===== config.mk =====
export PLATFORM = sky130hd
export DESIGN_NAME = ordered_array_list_engine
export DESIGN_NICKNAME = d
export VERILOG_FILES = /design/src/sv/oale_pkg.sv /design/src/sv/oale_datapath.sv /design/src/sv/oale_controller.sv /design/src/sv/ordered_array_list_engine.sv
export SDC_FILE = /design/constraint.sdc
export NUM_CORES = 2
export LEC_CHECK = 0
export BUFFER_PORTS_ARGS = -buffer_cell sky130_fd_sc_hd__buf_2
export CAP_MARGIN = 20
export CELL_PAD_IN_SITES_DETAIL_PLACEMENT = 1
export CELL_PAD_IN_SITES_GLOBAL_PLACEMENT = 1
export CORE_MARGIN = 10
export CORE_UTILIZATION = 45
export DETAILED_ROUTE_END_ITERATION = 6
export GPL_TIMING_DRIVEN = 0
export PLACE_DENSITY_LB_ADDON = 0.05
export SETUP_SLACK_MARGIN = 0.05
export SYNTH_ARGS = -nofsm -noshare
export SYNTH_HDL_FRONTEND = slang
export SYNTH_HIERARCHICAL = 1
export SYNTH_SLANG_ARGS = --single-unit

===== constraint.sdc =====
create_clock -name clock -period 14.6 [get_ports clock]
set_input_delay 1.46 -clock clock [delete_from_list [all_inputs] [get_ports clock]]
set_output_delay 1.46 -clock clock [all_outputs]
set_load 0.005 [all_outputs]

===== src/sv/oale_pkg.sv =====
// Shared constants, codes and word types for the ordered array list engine.
package oale_pkg;

   localparam int CAPACITY = 64;
   localparam int AW       = (CAPACITY > 2) ? $clog2(CAPACITY) : 1;
   localparam int CW       = $clog2(CAPACITY + 1);
   localparam int POS_W    = 7;
   localparam int FOUND_W  = 6;
   localparam int COUNT_W  = 7;
   localparam int DATA_W   = 32;
   localparam int XW       = ((CW > POS_W) ? CW : POS_W) + 2;

   typedef enum logic [2:0] {
      KIND_APPEND     = 3'd0,
      KIND_INSERT     = 3'd1,
      KIND_DELETE     = 3'd2,
      KIND_SEARCH     = 3'd3,
      KIND_TRANSPOSE  = 3'd4,
      KIND_MOVE_FRONT = 3'd5
   } kind_type;

   typedef enum logic [1:0] {
      ST_OK     = 2'd0,
      ST_FULL   = 2'd1,
      ST_BADPOS = 2'd2,
      ST_MISS   = 2'd3
   } status_type;

   typedef struct packed {
      logic [2:0]              kind;
      logic [POS_W-1:0]        position;
      logic signed [DATA_W-1:0] value;
      logic signed [DATA_W-1:0] key;
   } req_type;

   typedef struct packed {
      logic [1:0]               status;
      logic [FOUND_W-1:0]       found_position;
      logic signed [DATA_W-1:0] removed_value;
      logic [COUNT_W-1:0]       entry_count;
   } rsp_type;

   typedef enum logic [2:0] {
      IDX_HOLD, IDX_CNT, IDX_POS, IDX_ZERO, IDX_INC, IDX_DEC
   } idx_op_type;

   typedef enum logic [2:0] {
      WR_NONE, WR_VAL_IDX, WR_RD_IDX, WR_KEY_IDXM1, WR_KEY_ZERO
   } wr_op_type;

   typedef enum logic [2:0] {
      RD_NONE, RD_POS, RD_ZERO, RD_IDXM1, RD_IDXM2, RD_IDXP1, RD_IDXP2
   } rd_op_type;

   typedef enum logic [1:0] {
      CNT_HOLD, CNT_INC, CNT_DEC
   } cnt_op_type;

   typedef enum logic [1:0] {
      FOUND_ZERO, FOUND_IDX, FOUND_IDXM1
   } found_sel_type;

   typedef struct packed {
      logic          load;
      idx_op_type    idx_op;
      wr_op_type     wr_op;
      rd_op_type     rd_op;
      cnt_op_type    cnt_op;
      logic          cap_removed;
      logic          rsp_valid;
      status_type    rsp_status;
      found_sel_type found_sel;
      logic          rsp_removed;
   } dp_cmd_type;

   typedef struct packed {
      logic [2:0] kind;
      logic       full;
      logic       cnt_zero;
      logic       pos_gt_cnt;
      logic       pos_ge_cnt;
      logic       idx_eq_pos;
      logic       idxm1_eq_pos;
      logic       idx_zero;
      logic       idxp1_lt_cnt;
      logic       idxp2_lt_cnt;
      logic       hit;
   } dp_stat_type;

endpackage


===== src/sv/oale_datapath.sv =====
// Datapath: entry memory, count, walk index, read register and result word.
module oale_datapath (
   input  logic               clock,
   input  logic               reset,
   input  oale_pkg::req_type  req_word,
   input  oale_pkg::dp_cmd_type cmd,
   output oale_pkg::dp_stat_type stat,
   output logic               rsp_valid,
   output oale_pkg::rsp_type  rsp_word
);
   import oale_pkg::*;

   localparam logic [CW-1:0] CAP_C = CW'(CAPACITY);

   logic [DATA_W-1:0] entry_mem_ff [CAPACITY];
   logic [DATA_W-1:0] rdata_ff;
   logic [DATA_W-1:0] removed_ff, removed_in;
   req_type           req_ff;
   logic [CW-1:0]     cnt_ff, cnt_in;
   logic [CW-1:0]     idx_ff, idx_in;
   logic              rsp_valid_ff;
   rsp_type           rsp_ff, rsp_in;

   logic [CW-1:0]     idx_m1, idx_m2, idx_p1, idx_p2;
   logic [XW-1:0]     idx_x, cnt_x, pos_x;
   logic              wr_en, rd_en;
   logic [AW-1:0]     wr_addr, rd_addr;
   logic [DATA_W-1:0] wr_data;

   assign idx_m1 = idx_ff - CW'(1);
   assign idx_m2 = idx_ff - CW'(2);
   assign idx_p1 = idx_ff + CW'(1);
   assign idx_p2 = idx_ff + CW'(2);
   assign idx_x  = XW'(idx_ff);
   assign cnt_x  = XW'(cnt_ff);
   assign pos_x  = XW'(req_ff.position);

   // status toward the controller
   always_comb begin
      stat.kind         = req_ff.kind;
      stat.full         = (cnt_ff == CAP_C);
      stat.cnt_zero     = (cnt_ff == '0);
      stat.pos_gt_cnt   = (pos_x > cnt_x);
      stat.pos_ge_cnt   = (pos_x >= cnt_x);
      stat.idx_eq_pos   = (idx_x == pos_x);
      stat.idxm1_eq_pos = (idx_x - XW'(1) == pos_x);
      stat.idx_zero     = (idx_ff == '0);
      stat.idxp1_lt_cnt = (idx_x + XW'(1) < cnt_x);
      stat.idxp2_lt_cnt = (idx_x + XW'(2) < cnt_x);
      stat.hit          = (rdata_ff == req_ff.key);
   end

   // memory port selection
   always_comb begin
      wr_en   = 1'b1;
      wr_addr = idx_ff[AW-1:0];
      wr_data = rdata_ff;
      case (cmd.wr_op)
         WR_NONE:      wr_en = 1'b0;
         WR_VAL_IDX:   wr_data = req_ff.value;
         WR_RD_IDX:    wr_data = rdata_ff;
         WR_KEY_IDXM1: begin
            wr_addr = idx_m1[AW-1:0];
            wr_data = req_ff.key;
         end
         WR_KEY_ZERO: begin
            wr_addr = '0;
            wr_data = req_ff.key;
         end
         default:      wr_en = 1'b0;
      endcase
   end

   always_comb begin
      rd_en   = 1'b1;
      rd_addr = idx_ff[AW-1:0];
      case (cmd.rd_op)
         RD_NONE:  rd_en = 1'b0;
         RD_POS:   rd_addr = AW'(req_ff.position);
         RD_ZERO:  rd_addr = '0;
         RD_IDXM1: rd_addr = idx_m1[AW-1:0];
         RD_IDXM2: rd_addr = idx_m2[AW-1:0];
         RD_IDXP1: rd_addr = idx_p1[AW-1:0];
         RD_IDXP2: rd_addr = idx_p2[AW-1:0];
         default:  rd_en = 1'b0;
      endcase
   end

   always_ff @(posedge clock) begin
      if (wr_en) begin
         entry_mem_ff[wr_addr] <= wr_data;
      end
      if (rd_en) begin
         rdata_ff <= entry_mem_ff[rd_addr];
      end
   end

   // index, count, result
   always_comb begin
      case (cmd.idx_op)
         IDX_HOLD: idx_in = idx_ff;
         IDX_CNT:  idx_in = cnt_ff;
         IDX_POS:  idx_in = CW'(req_ff.position);
         IDX_ZERO: idx_in = '0;
         IDX_INC:  idx_in = idx_p1;
         IDX_DEC:  idx_in = idx_m1;
         default:  idx_in = idx_ff;
      endcase

      case (cmd.cnt_op)
         CNT_HOLD: cnt_in = cnt_ff;
         CNT_INC:  cnt_in = cnt_ff + CW'(1);
         CNT_DEC:  cnt_in = cnt_ff - CW'(1);
         default:  cnt_in = cnt_ff;
      endcase

      removed_in = cmd.cap_removed ? rdata_ff : removed_ff;

      rsp_in.status        = cmd.rsp_status;
      rsp_in.removed_value = cmd.rsp_removed ? removed_in : '0;
      rsp_in.entry_count   = COUNT_W'(cnt_in);
      case (cmd.found_sel)
         FOUND_ZERO:  rsp_in.found_position = '0;
         FOUND_IDX:   rsp_in.found_position = FOUND_W'(idx_ff);
         FOUND_IDXM1: rsp_in.found_position = FOUND_W'(idx_m1);
         default:     rsp_in.found_position = '0;
      endcase
   end

   always_ff @(posedge clock) begin
      if (cmd.load) begin
         req_ff <= req_word;
      end
      idx_ff     <= idx_in;
      removed_ff <= removed_in;
      if (cmd.rsp_valid) begin
         rsp_ff <= rsp_in;
      end
   end

   always_ff @(posedge clock) begin
      if (reset) begin
         cnt_ff       <= '0;
         rsp_valid_ff <= 1'b0;
      end else begin
         cnt_ff       <= cnt_in;
         rsp_valid_ff <= cmd.rsp_valid;
      end
   end

   assign rsp_valid = rsp_valid_ff;
   assign rsp_word  = rsp_ff;

endmodule


===== src/sv/oale_controller.sv =====
// Controller: sequences each operation over the datapath one memory step a cycle.
module oale_controller (
   input  logic                  clock,
   input  logic                  reset,
   input  logic                  start,
   input  oale_pkg::dp_stat_type stat,
   output oale_pkg::dp_cmd_type  cmd,
   output logic                  busy
);
   import oale_pkg::*;

   typedef enum logic [7:0] {
      S_IDLE     = 8'b0000_0001,
      S_DECODE   = 8'b0000_0010,
      S_SHIFT_UP = 8'b0000_0100,
      S_FILL     = 8'b0000_1000,
      S_CAPTURE  = 8'b0001_0000,
      S_SHIFT_DN = 8'b0010_0000,
      S_SCAN     = 8'b0100_0000,
      S_SWAP     = 8'b1000_0000
   } state_type;

   state_type state_ff, state_in;

   always_comb begin
      state_in        = state_ff;
      cmd.load        = 1'b0;
      cmd.idx_op      = IDX_HOLD;
      cmd.wr_op       = WR_NONE;
      cmd.rd_op       = RD_NONE;
      cmd.cnt_op      = CNT_HOLD;
      cmd.cap_removed = 1'b0;
      cmd.rsp_valid   = 1'b0;
      cmd.rsp_status  = ST_OK;
      cmd.found_sel   = FOUND_ZERO;
      cmd.rsp_removed = 1'b0;

      case (state_ff)
         S_IDLE: begin
            cmd.idx_op = IDX_CNT;
            if (start) begin
               cmd.load = 1'b1;
               state_in = S_DECODE;
            end
         end

         S_DECODE: begin
            state_in = S_IDLE;
            case (stat.kind)
               KIND_APPEND: begin
                  cmd.rsp_valid = 1'b1;
                  if (stat.full) begin
                     cmd.rsp_status = ST_FULL;
                  end else begin
                     cmd.wr_op  = WR_VAL_IDX;
                     cmd.cnt_op = CNT_INC;
                  end
               end
               KIND_INSERT: begin
                  if (stat.full) begin
                     cmd.rsp_valid  = 1'b1;
                     cmd.rsp_status = ST_FULL;
                  end else if (stat.pos_gt_cnt) begin
                     cmd.rsp_valid  = 1'b1;
                     cmd.rsp_status = ST_BADPOS;
                  end else if (stat.idx_eq_pos) begin
                     cmd.rsp_valid = 1'b1;
                     cmd.wr_op     = WR_VAL_IDX;
                     cmd.cnt_op    = CNT_INC;
                  end else begin
                     cmd.rd_op = RD_IDXM1;
                     state_in  = S_SHIFT_UP;
                  end
               end
               KIND_DELETE: begin
                  if (stat.pos_ge_cnt) begin
                     cmd.rsp_valid  = 1'b1;
                     cmd.rsp_status = ST_BADPOS;
                  end else begin
                     cmd.idx_op = IDX_POS;
                     cmd.rd_op  = RD_POS;
                     state_in   = S_CAPTURE;
                  end
               end
               KIND_SEARCH, KIND_TRANSPOSE, KIND_MOVE_FRONT: begin
                  if (stat.cnt_zero) begin
                     cmd.rsp_valid  = 1'b1;
                     cmd.rsp_status = ST_MISS;
                  end else begin
                     cmd.idx_op = IDX_ZERO;
                     cmd.rd_op  = RD_ZERO;
                     state_in   = S_SCAN;
                  end
               end
               default: cmd.rsp_valid = 1'b1;
            endcase
         end

         // move entry idx-1 up to idx, walking down toward the insert point
         S_SHIFT_UP: begin
            cmd.wr_op  = WR_RD_IDX;
            cmd.idx_op = IDX_DEC;
            if (stat.idxm1_eq_pos) begin
               state_in = S_FILL;
            end else begin
               cmd.rd_op = RD_IDXM2;
            end
         end

         S_FILL: begin
            cmd.wr_op     = WR_VAL_IDX;
            cmd.cnt_op    = CNT_INC;
            cmd.rsp_valid = 1'b1;
            state_in      = S_IDLE;
         end

         S_CAPTURE: begin
            cmd.cap_removed = 1'b1;
            if (stat.idxp1_lt_cnt) begin
               cmd.rd_op = RD_IDXP1;
               state_in  = S_SHIFT_DN;
            end else begin
               cmd.cnt_op      = CNT_DEC;
               cmd.rsp_valid   = 1'b1;
               cmd.rsp_removed = 1'b1;
               state_in        = S_IDLE;
            end
         end

         // move entry idx+1 down to idx
         S_SHIFT_DN: begin
            cmd.wr_op = WR_RD_IDX;
            if (stat.idxp2_lt_cnt) begin
               cmd.rd_op  = RD_IDXP2;
               cmd.idx_op = IDX_INC;
            end else begin
               cmd.cnt_op      = CNT_DEC;
               cmd.rsp_valid   = 1'b1;
               cmd.rsp_removed = 1'b1;
               state_in        = S_IDLE;
            end
         end

         // read data holds entry idx; the next read is issued alongside the compare
         S_SCAN: begin
            if (stat.hit) begin
               case (stat.kind)
                  KIND_TRANSPOSE: begin
                     if (stat.idx_zero) begin
                        cmd.rsp_valid = 1'b1;
                        cmd.found_sel = FOUND_ZERO;
                        state_in      = S_IDLE;
                     end else begin
                        cmd.wr_op = WR_KEY_IDXM1;
                        cmd.rd_op = RD_IDXM1;
                        state_in  = S_SWAP;
                     end
                  end
                  KIND_MOVE_FRONT: begin
                     cmd.wr_op = WR_KEY_ZERO;
                     cmd.rd_op = RD_ZERO;
                     state_in  = S_SWAP;
                  end
                  default: begin
                     cmd.rsp_valid = 1'b1;
                     cmd.found_sel = FOUND_IDX;
                     state_in      = S_IDLE;
                  end
               endcase
            end else if (stat.idxp1_lt_cnt) begin
               cmd.rd_op  = RD_IDXP1;
               cmd.idx_op = IDX_INC;
            end else begin
               cmd.rsp_valid  = 1'b1;
               cmd.rsp_status = ST_MISS;
               state_in       = S_IDLE;
            end
         end

         // old partner entry goes to where the key was found
         S_SWAP: begin
            cmd.wr_op     = WR_RD_IDX;
            cmd.rsp_valid = 1'b1;
            cmd.found_sel = (stat.kind == KIND_TRANSPOSE) ? FOUND_IDXM1 : FOUND_ZERO;
            state_in      = S_IDLE;
         end

         default: state_in = S_IDLE;
      endcase
   end

   always_ff @(posedge clock) begin
      if (reset) begin
         state_ff <= S_IDLE;
      end else begin
         state_ff <= state_in;
      end
   end

   assign busy = (state_ff != S_IDLE);

endmodule


===== src/sv/ordered_array_list_engine.sv =====
// Top level of the ordered array list engine: controller plus datapath.
//
// Keeps an ordered list of up to CAPACITY (64) signed 32-bit entries and a count.
// Request channel: drive req_word and raise start; the word is taken at a clock
// edge where start is high and busy is low. busy stays high until the result
// has been produced; one word is worked on at a time.
// Kinds: append, insert at a position, delete at a position, and three linear
// searches (plain, transpose toward the front, move-to-front by swap with entry 0).
// Result channel: rsp_valid is high for exactly one cycle with rsp_word; the
// receiver cannot stall, so it must take the word in that cycle. Exactly one
// result word per request word. busy is already low while rsp_valid is high.
// Append, insert at the count, errors, empty-list searches and unused kinds end in
// decode. Other inserts move entries from the count down to the position up one,
// a delete moves those above the position down one, a search scans from entry 0
// to a hit or the end, and a hit swaps for move-to-front (and transpose unless at 0).
// The memory has one write and one registered read port, so each shifted or scanned
// entry is its own step. A new word may start in the result cycle.
// Reset (synchronous, active high) empties the list; entry storage is not
// cleared, since only entries below the count are ever read.
module ordered_array_list_engine (
   input  logic              clock,
   input  logic              reset,
   input  logic              start,
   output logic              busy,
   input  oale_pkg::req_type req_word,
   output logic              rsp_valid,
   output oale_pkg::rsp_type rsp_word
);
   import oale_pkg::*;

   dp_cmd_type  cmd;
   dp_stat_type stat;

   // sequencer: one memory step per cycle
   oale_controller u_ctrl (
      .clock (clock),
      .reset (reset),
      .start (start),
      .stat  (stat),
      .cmd   (cmd),
      .busy  (busy)
   );

   // entry memory, count, index and result register
   oale_datapath u_dp (
      .clock     (clock),
      .reset     (reset),
      .req_word  (req_word),
      .cmd       (cmd),
      .stat      (stat),
      .rsp_valid (rsp_valid),
      .rsp_word  (rsp_word)
   );

endmodule


# After elaboration in Yosys (flattened, before gate mapping)
# Memories as Yosys holds them, arrays and structs flattened. A register that Yosys moved wholly into a read port is not among the register bits.
# Cells that the tools add are included.
word_totals:
  register_bits: 176
  ramBits: 2048
  in_bits: 77
  mem_count: 1
memory_table:
  columns: ["memory", "depth", "word_bits", "read_ports", "rd_clocked_by_memory_dff", "wr", "line_no", "source"]
  rows:
  - ["u_dp.entry_mem_ff", 64, 32, 1, 1, 1, "oale_datapath.sv:15", "logic [DATA_W-1:0] entry_mem_ff [CAPACITY];"]
classes:
  add_sub_neg: 9
  n_lt_le_gt_ge: 4
  eq_ne: 41
  mux: 83
  n_reduce_logical: 12
op_table:
  columns: ["cell", "n"]
  rows:
  - ["$mux 8", 9]
  - ["$pmux 32 s2", 1]
  - ["$pmux 8 s6", 1]
  - ["$mux 3", 13]
  - ["$pmux 6 s2", 3]
  - ["$pmux 6 s6", 1]
  - ["$pmux 7 s5", 1]
  - ["$eq 32x32->1", 1]
  - ["$mux 32", 1]
  - ["$pmux 3 s5", 2]
  - ["$eq 3x2->1 const B", 8]
  - ["$eq 3x3->1 const B", 8]
  - ["$pmux 8 s3", 1]
  - ["$mux 1", 21]
  - ["$lt 9x7->1", 2]
  - ["$mux 2", 9]
  - ["$pmux 2 s4", 2]
  - ["$pmux 8 s2", 1]
  - ["$add 7x1->7 const B", 2]
  - ["$logic_not 7->1", 2]
  - ["$pmux 7 s2", 1]
  - ["$sub 7x1->7 const B", 2]
  - ["$eq 3x1->1 const B", 4]
  - ["$mux 6", 2]
  - ["39 further kinds", 51]

# Logic depth before layout (Yosys ltp)
depth:
  depth_word: 11
  ltp_mapped: 30

# Cells and area by module
# The synthesis kept the hierarchy.
by_module_without_submodules:
  columns: ["mod", "instances", "cells_per_inst", "area_per_inst_um2", "seq_area_each_um2"]
  rows:
  - ["oale_datapath", 1, 4973, 89995.1, 67104.4]
  - ["oale_controller", 1, 105, 794.5, 160.2]

# Worst setup path after synthesis
# Ideal clock, no wire load.
synth_timing:
  kind: "register to register"
  from: "register u_dp.idx_ff[1]"
  to: "register u_dp.rdata_ff[22] (read register of u_dp.entry_mem_ff) (data pin)"
  setup_ns: 0.268
  arrival_time_ns: 5.888
  slack_ns: 8.444
  path_stages_with_launch: 30
  synth_period_minus_slack_ns: 6.156
  cell_sequence: "edfxtp_1 > buf_4 > inv_1 > ha_1 > ha_1 > a21boi_0 > o21ai_0 > nand2b_1 > a21oi_1 > nor2b_1 > o21ai_0 > nand2b_1 > a221oi_1 > nand2b_1 > o221ai_1 > nand2b_1 > buf_6 > buf_4 > nand3_1 > ha_1 > or3_1 > a211oi_2 > a211oi_2 > a41oi_2 > nor3_4 > or3_1 > buf_2 > buf_6 > o32ai_2 > nor4_2"
synth_rtl:
  columns: ["element", "line_no", "source"]
  rows:
  - ["start: declaration", "oale_datapath.sv:20", "logic [CW-1:0] idx_ff, idx_in;"]
  - ["start signal: assignment", "oale_datapath.sv:134", "idx_ff <= idx_in;"]
  - ["end: declaration", "oale_datapath.sv:16", "logic [DATA_W-1:0] rdata_ff;"]

==> impl_results.md <==
* CTS resizes at 0
* Hpwl dp at 195.4 mm
* Residual DRC at 0
* Maximum clock insertion buffer count at 3
* Part of the power in the clock network at 0.400
* Drt total wl at 285.6 mm
* Xor and xnor area share after synthesis at 0.006643
* Run status: complete, no violations
* 1st-iter DRT viols at 5658
* DRT antenna net count at 0
* Met1 track utilization from global routing at 0.3319
* Main combinational cell family by area after synthesis: multiplexers
* Most repeated cell in the gate-level netlist after synthesis: edfxtp_1
* RSZ-0062 raised after global routing: no
* Setup slack after layout at ~4.8 ns
* Data required, critical path at 15.16 ns
* Primary flip-flop cell chosen by synthesis mapping: edfxtp_1
* Hold violation count in the final report at 0
* R2r startpoint: u_dp/idx_ff[1]
* Number of global-route vias before repair at 52.10k
* Placed standard-cell area at 0.09785 mm2
* Die Width at 469.2 um
* Number of antenna violations at the first check in global routing at 15
* Setup skew after layout at 0.05771 ns
* Worst hold slack at 0.4739 ns
* Post-synth EDFFs at 2208
* Synth Area in Compound Gates at 0.04724
* Reg clk slew, reported paths at roughly 0.060 ns
* Count of buffers inserted at the top-level ports at roughly 130
* Crit path capture type: flip-flop
* Post-synthesis sequential area ratio at 0.7409
* Reported net switching power at between 3 and 4 mW
* Via density per instance at 6.052
* GRT met2 Usage at 0.4224
* Synthesized-area fraction occupied by adder cells at 0.005402
* Height of the die at 469.2 um
* Net total in the final layout at 5675
* Deepest level of the CTS H-tree at 4
* Number of fillers in the final layout at 18.25k
* Hold_buf cts at 0
* Placed Cells incl. Taps at around 8k
* Final Max Tran Viols at 0
* # rows at about 160
* Simple-gate share of the synthesized area at 0.05470
* Transition at the pin with the smallest max-transition slack at 1.334 ns
* CP Class: reg2reg
* Worst-case headroom to the max-slew limit at 0.1081
* Biggest cell delay along the critical path at 0.87 ns
* Upper clock frequency limit at 102.0 MHz
* Drt first pass iters at 6
* Max cap viols at 0
* Post-detailed-route wirelength per cell at 33.89 um
* Net switching share of the total power at 0.2465
* GR Overflow Total at 0
* Class of the tightest hold or removal check: reg2reg
* Setup violators final at 0
* Top cells by area in the synthesized netlist: edfxtp_1, mux4_2, mux2i_1
* Most common cell on crit path: nand2b_1
* Wire length of the first global-routing pass at 398.8 mm
* Worst setup path startpoint: u_dp/idx_ff[1]
* Initial core utilization at 0.4533
* CP max FO at 10
* Area overhead of the layout relative to synthesis at 15.91%
* Register share of total power at 0.492
* Post-synthesis sequential element count at 2256
* Area of all sequential standard cells at 0.06726 mm2
* Post-Synthesis Cells at 5078
* Maximum ir drop on the vdd rail at ~0.13 mV
* Part of the total power dissipated in combinational logic at 0.108
* Die Area at 0.2201 mm2
* Unique masters post-synth at 88
* Weighted congestion reported at the end of routability-driven placement at 0.9899
* Post-CTS Setup Inserts at 0
* I/O Pins at 126
* Internal power at 10.85 mW
* Average cell area after synthesis at 17.88 um2
* Maximum number of pins on one net before global-route repair at 65
* Clock Sink Count at around 2.3k
* Mux share of post-synthesis cell area at 0.1216
* Worst skew pair latency at between 0.8 and 0.9 ns
* Launch point of the worst hold path: u_dp/removed_ff[22]
* Master cell of the clock root buffer: clkbuf_16
* Finished layout cell area at 0.1052 mm2
* Most utilized layer in the global route result: met2
* Finished Layout Cells at 8428
* Clock tree from TritonCTS: built
* Top cell type's share of synthesized area at 0.7303
* Ys async rst share at 0
* Leakage Power at 34.78 nW
* Power per standard cell area at between 100 and 150 mW/mm2
* Total number of vias at 51.01k
* Minimum setup slack after placement at a little under 5 ns
* Overall global routing resource usage at 0.2555
* Global-route met3 utilization at 0.05752
* Min Clock Period, post-route at 9.808 ns
* Ratio of cells with drive above 1 in the final layout at 0.2290
* Synthesized net count at 5193
* Crit path launch type: flip-flop
* Number of buffers created by CTS at 232
* Setup TNS at 0 ns
* Period utilization at 0.6718
* Synthesis Warnings at 6
* Most used standard cells in the synthesized netlist: edfxtp_1, mux2i_1, nand3_1
* Utilization of the core after routing at 0.5255
* Cell taking the most area after synthesis: edfxtp_1
* Critical path arrival at 10.37 ns
* Core area at 0.2003 mm2
* Cell area after synthesis at 0.09079 mm2
* Total design power at 14.40 mW
* Area used by multi-input combinational logic at 0.02214 mm2
* Critical path's slowest cell: buf_1
[layout by cell type (no fill, tap or decap), drive strengths merged, types with 23 or more instances in the layout]
master / synthesis / routed
a22oi: 39 / 39
clkbuf: 78 / 383
mux2: 99 / 99
mux2i: 416 / 416
inv: 33 / 43
a32o: 32 / 32
a21oi: 72 / 72
buf: 254 / 499
mux4: 256 / 256
nand2: 240 / 240
a22o: 34 / 34
nand3: 279 / 279
a31oi: 262 / 262
xor2: 45 / 45
ha: 36 / 36
edfxtp: 2208 / 2208
clkinv: 0 / 110
and2: 34 / 34
dfxtp: 48 / 48
nor3: 50 / 50
nor4: 48 / 48
o21ai: 34 / 34
xnor2: 23 / 23
and3: 133 / 133
nor2: 116 / 116
o32ai: 68 / 68
[critical path, delay by kind of cell (launching register included)]
family | cells | cell delay, ns
xor gates and xnor gates | 1 | 0.22
DFF | 1 | 0.51
AOI/OAI and AO/OA | 9 | 2.95
adders and majority gates | 3 | 1.12
and+or+nand+nor | 9 | 2.08
buffers and inverters | 7 | 2.59
[registers in the layout (all words and copies together), names as in the netlist]
name	count
u_ctrl/state_ff	8
u_dp/cnt_ff	7
u_dp/entry_mem_ff	2048
u_dp/idx_ff	7
u_dp/pos_x	7
u_dp/rdata_ff	32
u_dp/removed_ff	32
u_dp/req_ff	64
u_dp/rsp_valid	1
u_dp/rsp_word	47
u_dp/stat	3
[final cells by class]
| cell class | count | area share |
|---|---|---|
| Inverter | 33 | 0.001177 |
| Timing Repair Buffer | 248 | 0.02880 |
| Buffer | 332 | 0.01908 |
| Antenna cell | 7 | 0.0001664 |
| Tap cell | 2656 | 0.03158 |
| Sequential cell | 2256 | 0.6392 |
| Clock inverter | 137 | 0.01075 |
| Clock buffer | 302 | 0.05895 |
| Multi-Input combinational cell | 2457 | 0.2103 |
[metal layers]
metal | vias up | part of all wire
met5 | - | 0
met4 | 0 | 0.041
met3 | 438 | 0.072
met2 | 1809 | 0.49
met1 | 27170 | 0.40
li1 | 21590 | -
[worst paths after layout]
kind	end	slack, ns	depth (start not counted)
worst max-delay path	u_dp/rdata_ff[31]	4.79	29
worst min-delay path	u_dp/removed_ff[22]	0.47	1
worst max register to register	u_dp/rdata_ff[31]	4.79	29
worst min register to register	u_dp/removed_ff[22]	0.47	1
[cell families (layout without fill, tap and decap cells)]
logic type | count (synthesis) | count (layout)
flops | 2256 | 2256
buf+inv | 365 | 1052
xor+xnor | 68 | 68
simple gates | 978 | 978
mux | 771 | 771
compound gates | 602 | 602
other cells | 0 | 7
fa+ha+maj | 38 | 38
[power groups by stage]
stage                     Sequential (mW)  Clock, mW  Combinational [mW]
after global routing                 7.09       6.13                1.62
after floorplan                      7.21          0               0.887
after detailed placement             7.23          0                1.54
after global placement               7.24          0                1.49
after CTS                            7.09       5.87                1.55
final                                7.09       5.76                1.55
Note: power is estimated with default switching activity, not from simulation.
